<file path="src/rtl/core/mbet_pkg.sv">
// Shared types, constants and the mod255 helper for the escape-time pixel block.
// No dependencies; every other file in rtl/core imports this package.
package mbet_pkg;

  // Fixed-point format and field sizes.
  localparam int FRAC_BITS  = 28;
  localparam int ITER_BITS  = 10;
  localparam int COORD_BITS = 12;

  // Configuration port.
  localparam int CFG_W  = 32;
  localparam int STEP_W = 31;
  localparam int IDX_W  = 3;

  localparam logic [IDX_W-1:0] REG_LEFT_REAL      = 3'd0;
  localparam logic [IDX_W-1:0] REG_BOTTOM_IMAG    = 3'd1;
  localparam logic [IDX_W-1:0] REG_PIXEL_STEP     = 3'd2;
  localparam logic [IDX_W-1:0] REG_MAX_ITERATIONS = 3'd3;
  localparam logic [IDX_W-1:0] REG_COLOR_MODE     = 3'd4;

  localparam logic COLOR_RAMP  = 1'b0;
  localparam logic COLOR_BANDS = 1'b1;

  localparam logic signed [CFG_W-1:0] LEFT_RESET   = -32'sd1073741824;
  localparam logic signed [CFG_W-1:0] BOTTOM_RESET = -32'sd536870912;
  localparam logic [STEP_W-1:0]       STEP_RESET   = 31'd1491308;
  localparam logic [ITER_BITS-1:0]    ITER_RESET   = ITER_BITS'(10);

  // Datapath widths.
  localparam int CNT_W   = ITER_BITS + 1;          // round count, up to max+1
  localparam int SCALE_W = COORD_BITS + STEP_W;    // pixel index times step
  localparam int SUMC_W  = SCALE_W + 2;            // edge plus offset, signed
  localparam int MAG_W   = FRAC_BITS + 2;          // |z| while inside [-2, 2]
  localparam int PROD_W  = 2 * MAG_W;
  localparam int SQ_W    = FRAC_BITS + 3;          // floor of a square, <= 4.0
  localparam int SUM_W   = SQ_W + 1;
  localparam int Z_W     = ((FRAC_BITS + 4 > CFG_W) ? FRAC_BITS + 4 : CFG_W) + 1;

  localparam logic signed [Z_W-1:0] Z_LIMIT     = Z_W'(1) << (FRAC_BITS + 1);
  localparam logic signed [Z_W-1:0] Z_LIMIT_NEG = -Z_LIMIT;
  localparam logic [SUM_W-1:0]      ESC_FOUR    = SUM_W'(1) << (FRAC_BITS + 2);

  // Grey level helpers.
  localparam int GREY_X_W    = ITER_BITS + 2;      // twice the count
  localparam int GREY_CHUNKS = (GREY_X_W + 7) / 8;
  localparam logic [9:0] MOD_ONE = 10'd255;
  localparam logic [9:0] MOD_TWO = 10'd510;
  localparam logic [7:0] GREY_FULL = 8'hFF;
  localparam logic [7:0] GREY_NONE = 8'h00;

  typedef enum logic [2:0] {
    ST_IDLE,
    ST_SCALE,
    ST_POINT,
    ST_SQUARE,
    ST_UPDATE,
    ST_FINISH
  } mbet_state_t;

  typedef struct packed {
    logic capture;   // latch the pixel position
    logic scale;     // multiply the position by the step
    logic point;     // form c, load z = c, clear the count
    logic square;    // register zr^2, zi^2 and zr*zi
    logic update;    // escape test, count, next z
    logic finish;    // load the result register
  } mbet_cmd_t;

  typedef struct packed {
    logic out_of_range;  // a part of z lies outside [-2, 2]
    logic escaped;       // zr^2 + zi^2 > 4
    logic last_round;    // this round is the final one allowed
  } mbet_status_t;

  // Residue modulo 255: bytes are summed (256 is one modulo 255), then the
  // small sum is folded down by at most two subtractions.
  function automatic logic [7:0] mod255(input logic [GREY_X_W-1:0] x);
    logic [GREY_CHUNKS*8-1:0] padded;
    logic [9:0] acc;
    padded = (GREY_CHUNKS * 8)'(x);
    acc = '0;
    for (int k = 0; k < GREY_CHUNKS; k++) begin
      acc = acc + 10'(padded[k*8 +: 8]);
    end
    if (acc >= MOD_TWO) begin
      acc = acc - MOD_TWO;
    end
    if (acc >= MOD_ONE) begin
      acc = acc - MOD_ONE;
    end
    return acc[7:0];
  endfunction

endpackage

</file>
<file path="src/rtl/core/mbet_ctrl.sv">
// Sequencer for the escape-time pixel block: state machine and result valid.
// Depends on mbet_pkg for the state, command and status types.
module mbet_ctrl (
  input  logic                  clk,
  input  logic                  rst,
  input  logic                  pixel_valid,
  output logic                  pixel_stall,
  output logic                  result_valid,
  input  logic                  result_stall,
  input  mbet_pkg::mbet_status_t status,
  output mbet_pkg::mbet_cmd_t    cmd
);
  import mbet_pkg::*;

  mbet_state_t state;
  mbet_state_t state_next;
  logic        result_valid_next;
  logic        out_free;

  assign out_free = !result_valid || !result_stall;

  always_ff @(posedge clk) begin
    if (rst) begin
      state        <= ST_IDLE;
      result_valid <= 1'b0;
    end else begin
      state        <= state_next;
      result_valid <= result_valid_next;
    end
  end

  always_comb begin
    state_next = state;
    unique case (state)
      ST_IDLE: begin
        if (pixel_valid) begin
          state_next = ST_SCALE;
        end
      end
      ST_SCALE:  state_next = ST_POINT;
      ST_POINT:  state_next = ST_SQUARE;
      ST_SQUARE: state_next = status.out_of_range ? ST_FINISH : ST_UPDATE;
      ST_UPDATE: begin
        if (status.escaped || status.last_round) begin
          state_next = ST_FINISH;
        end else begin
          state_next = ST_SQUARE;
        end
      end
      ST_FINISH: begin
        if (out_free) begin
          state_next = ST_IDLE;
        end
      end
      default: state_next = ST_IDLE;
    endcase
  end

  always_comb begin
    cmd         = '0;
    pixel_stall = 1'b1;
    unique case (state)
      ST_IDLE: begin
        pixel_stall = 1'b0;
        cmd.capture = pixel_valid;
      end
      ST_SCALE:  cmd.scale  = 1'b1;
      ST_POINT:  cmd.point  = 1'b1;
      ST_SQUARE: cmd.square = 1'b1;
      ST_UPDATE: cmd.update = 1'b1;
      ST_FINISH: cmd.finish = out_free;
      default: cmd = '0;
    endcase
    result_valid_next = cmd.finish || (result_valid && result_stall);
  end

endmodule

</file>
<file path="config.mk">
export PLATFORM = sky130hd
export DESIGN_NAME = mbet_ctrl
export DESIGN_NICKNAME = d
export VERILOG_FILES = /design/src/rtl/core/mbet_pkg.sv /design/src/rtl/core/mbet_ctrl.sv
export SDC_FILE = /design/constraint.sdc
export NUM_CORES = 1
export LEC_CHECK = 0
export ABC_CLOCK_PERIOD_IN_PS = 2200
export BUFFER_PORTS_ARGS = -buffer_cell sky130_fd_sc_hd__buf_4
export CORE_AREA = 10 10 47 49
export CTS_CLUSTER_SIZE = 8
export DETAILED_ROUTE_END_ITERATION = 12
export DIE_AREA = 0 0 57 59
export GPL_ROUTABILITY_DRIVEN = 1
export GPL_TIMING_DRIVEN = 0
export PLACE_DENSITY = 0.45
export SYNTH_ARGS = -nofsm -noshare
export SYNTH_HDL_FRONTEND = slang
export SYNTH_SLANG_ARGS = --single-unit
</file>
<file path="constraint.sdc">
create_clock -name clk -period 2.2 [get_ports clk]
set_clock_uncertainty 0.05 [all_clocks]
set_input_delay 0.44 -clock clk [delete_from_list [all_inputs] [get_ports clk]]
set_output_delay 0.44 -clock clk [all_outputs]
set_load 0.02 [all_outputs]
</file>
# --- Word level (Yosys, flattened, before mapping) ---
# Cells that the tools add are included.
classes:
  n_eq_ne: 7
  reduce_logical: 8
  mux: 12
op_table:
  columns: ["operator", "count"]
  rows:
  - ["$pmux W3 S6", 1]
  - ["$mux W3", 3]
  - ["$mux W1", 8]
  - ["$eq A3 B2 Y1 const B", 2]
  - ["$eq A3 B3 Y1 const B", 2]
  - ["$ne A2 B2 Y1 const B", 2]
  - ["$eq A3 B1 Y1 const B", 1]
  - ["$logic_not A3 Y1", 1]
  - ["$logic_or A1 B1 Y1", 3]
  - ["$logic_not A1 Y1", 2]
  - ["$reduce_and A2 Y1", 1]
  - ["$logic_and A1 B1 Y1", 1]
word_totals:
  regBits: 4
  out_inout_bits: 8
  wordCells: 29
  in_bits: 7

# --- Longest topological paths before layout ---
depth:
  ltp_word: 4
  mapped_depth: 4
  mapped_depth_nobuf: 3

# --- Worst setup path after synthesis ---
# Ideal clock, no wire load.
synth_path:
  path_type: "register to output"
  start: "register state[2]"
  end: "output port cmd[5] in the netlist's numbering"
  setup_slack_ps: 403
  required_time_ps: 1710
  path_buffers: 1
  stages_incl_launch_ff: 4
  t_arrival_ps: 1307
  path_cell_list: "dfxtp_1 > buf_4 > or3_2 > nor2_1"
synth_rtl:
  columns: ["item", "line", "source"]
  rows:
  - ["from (decl)", "mbet_ctrl.sv:15", "mbet_state_t state;"]
  - ["from (signal assigned)", "mbet_ctrl.sv:27", "state <= state_next;"]
  - ["to (decl)", "mbet_ctrl.sv:11", "output mbet_pkg::mbet_cmd_t cmd"]

==> flow_metrics.py <==
metrics = {
    "run_status": {
        "status": "complete, no violations",
    },
    "cts": {
        "cts-buffers-inserted": 3,
        "cts_tree": "yes",
        "postCtsSetupRepairBufs": 0,
        "insertion_delay_ps": 240,
        "ctsHoldBuffers": 0,
        "clkSinkCount": 4,
        "clk_pin_slew_ps": 40,
        "cts.htree.levels": 1,
        "ctsResizeCount": 0,
        "clockRootBuffer": "clkbuf_4",
        "clockBufferDepth": 2,
    },
    "timing": {
        "setup-violations-final": 0,
        "period_share_pct": 87.2,
        "rsz0062_at_grt": "false",
        "slew_headroom_pct": 86.6,
        "tightest_slew_ps": 199,
        "fin_tns_setup_ps": 0,
        "drv_slew": 0,
        "period_minus_slack_ps": 1920,
        "timing.hold.ws_ps": 339,
        "clock.fmax_mhz": 521,
        "hold_violations": 0,
    },
    "global_routing": {
        "grt_pass1_wl_um": 1150,
        "gr-total-overflow": 0,
        "grt_pass1_vias": 292,
        "grt_usage_pct": 4.63,
        "antenna_found_initial": 0,
        "grt_max_degree": 11,
    },
    "power": {
        "p_leak_nw": 0.193,
        "vdd_drop_max_mv": 0.323,
        "power.density_nw_per_um2": 682,
    },
    "detailed_routing": {
        "wl_um": 781,
        "drc": 0,
        "wl_per_cell_um": 12.0,
        "vias_per_cell": 4.45,
        "drt-initial-drc-count": 2,
        "vias": 289,
        "ant_nets": 0,
        "drtPass1Iterations": 4,
    },
    "critical_path": {
        "cp_slowest_cell": "or3_2",
        "arrival_ps": 1430,
        "end_kind": "output port",
        "cpPeakStageDelay_ps": 470,
        "rrSetupSlack_ps": 970,
        "worstPathRequired_ps": 1710,
        "crit_path_max_fanout": 10,
        "critPathKind": "reg -> out",
        "startpoint_type": "register",
        "crit_family": "simple AND/OR/NAND/NOR gates",
        "path_buf_inv": 2,
        "path_cells": "buf_2 > or3_2 > nor2_1 > buf_4",
    },
    "cells_and_area": {
        "num-nets-final": 58,
        "layout_common_cells": "buf_4, dfxtp_1",
        "diodes": 0,
        "final_common_cell": "buf_4",
        "final-seq-area_sq_um": 80.1,
        "multiInputGateArea_sq_um": 161,
        "areaGrowthSynthToFinish_pct": 54.9,
        "layout-drive-gt1-share_pct": 53.1,
        "fillCellCount": 164,
    },
    "floorplanning": {
        "die_area_sq_um": 3360,
        "die_w_um": 57,
        "die_y_um": 59,
        "fp.coreArea_sq_um": 1400,
        "num_io_pins": 15,
        "rows": 14,
        "start_util_pct": 19.2,
    },
    "run": {
        "drv_cap": 0,
    },
    "synth": {
        "synth_top_area_share_pct": 29.8,
        "synthesis.nets": 39,
        "yosys.area.top_type": "dfxtp_1",
        "yosys_register_bits": 4,
        "syn_area_sq_um": 269,
        "yosysWarnings": 0,
        "ys_types": 21,
        "syn_area_per_cell_sq_um": 8.41,
        "netlist_top_cells_area": "dfxtp_1, a21oi_1, nor3b_1, nand2b_4, a221o_2",
        "yosysSeqAreaShare_pct": 29.8,
        "synth_cells": 32,
    },
    "place": {
        "gp_congestion": 0.629,
        "post-dp-hpwl_um": 609,
        "numPortBuffers": 14,
    },
    "worst_hold_path": {
        "hp-class": "in -> reg",
    },
}
-- power by group --
part	switching, mW	leakage, nW	internal [mW]
sequential	0.00240	0.0327	0.0790
combinational	0.0550	0.146	0.0535
clock	0.0332	0.0138	0.0612
total	0.0906	0.193	0.194
-- layer usage --
layer / GRT usage, % / up-vias / part of all wire (%)
li1: - / 145 / -
met1: 3.81 / 132 / 38
met2: 7.13 / 10 / 50
met3: 3.65 / 2 / 8.2
met4: 4.03 / 0 / 3.1
met5: 0 / - / 0
-- stage by stage --
| step | instance area [sq um] | utilization (%) | instances | power, mW | setup slack, ps |
|---|---|---|---|---|---|
| after CTS | 417 | 29.7 | 65 | 0.289 | 269 |
| after floorplan | 269 | - | 32 | 0.153 | 403 |
| final | 417 | 29.7 | 65 | 0.284 | 282 |
| after global routing | 417 | 29.7 | 65 | 0.304 | 199 |
| after global placement | 394 | 28.1 | 62 | 0.193 | 528 |
| after detailed placement | 394 | 28.1 | 62 | 0.193 | 526 |
-- flip-flops by register name, summed over array words and instances, names as in the netlist --
| signal | count |
|---|---|
| state | 3 |
| result_valid | 1 |
-- worst reg2reg max path, delay by kind of cell, from the launching register on --
kind / cells / cell delay (ps)
flops: 1 / 300
simple gates: 2 / 550
buf+inv: 1 / 130
compound gates: 1 / 130
-- cells by family after synthesis --
logic type	Yosys count	share of synthesized area, %
and+or+nand+nor	16	37.2
AOI/OAI and AO/OA	7	19.5
DFF	4	29.8
buffers and inverters	4	10.2
xor gates and xnor gates	1	3.26
-- synthesized netlist by cell type, drive strengths merged --
master	instances
a21oi	4
dfxtp	4
buf	3
nand2	3
nor2	3
nand2b	2
nor3	2
nor3b	2
a211oi	1
a221o	1
inv	1
nand3b	1
o21ba	1
or2	1
or3	1
or4	1
xor2	1
-- layout make-up --
| type | count | share of cell area [%] |
|---|---|---|
| plain buffers | 3 | 5.71 |
| clock buffers | 3 | 5.41 |
| inverters | 1 | 0.901 |
| multi-input cells | 24 | 38.7 |
| flip-flops and latches | 4 | 19.2 |
| well taps | 16 | 4.80 |
| repair buffers | 14 | 25.2 |
-- final timing paths --
| check | startpoint | end | depth (start not counted) |
|---|---|---|---|
| worst max-delay path | state[0] | cmd[5] | 4 |
| worst min-delay path | rst | state[1] | 2 |
| worst max register to register | state[1] | state[1] | 4 |
| worst min register to register | result_valid | result_valid | 2 |
(Power assumes the default switching activity.)
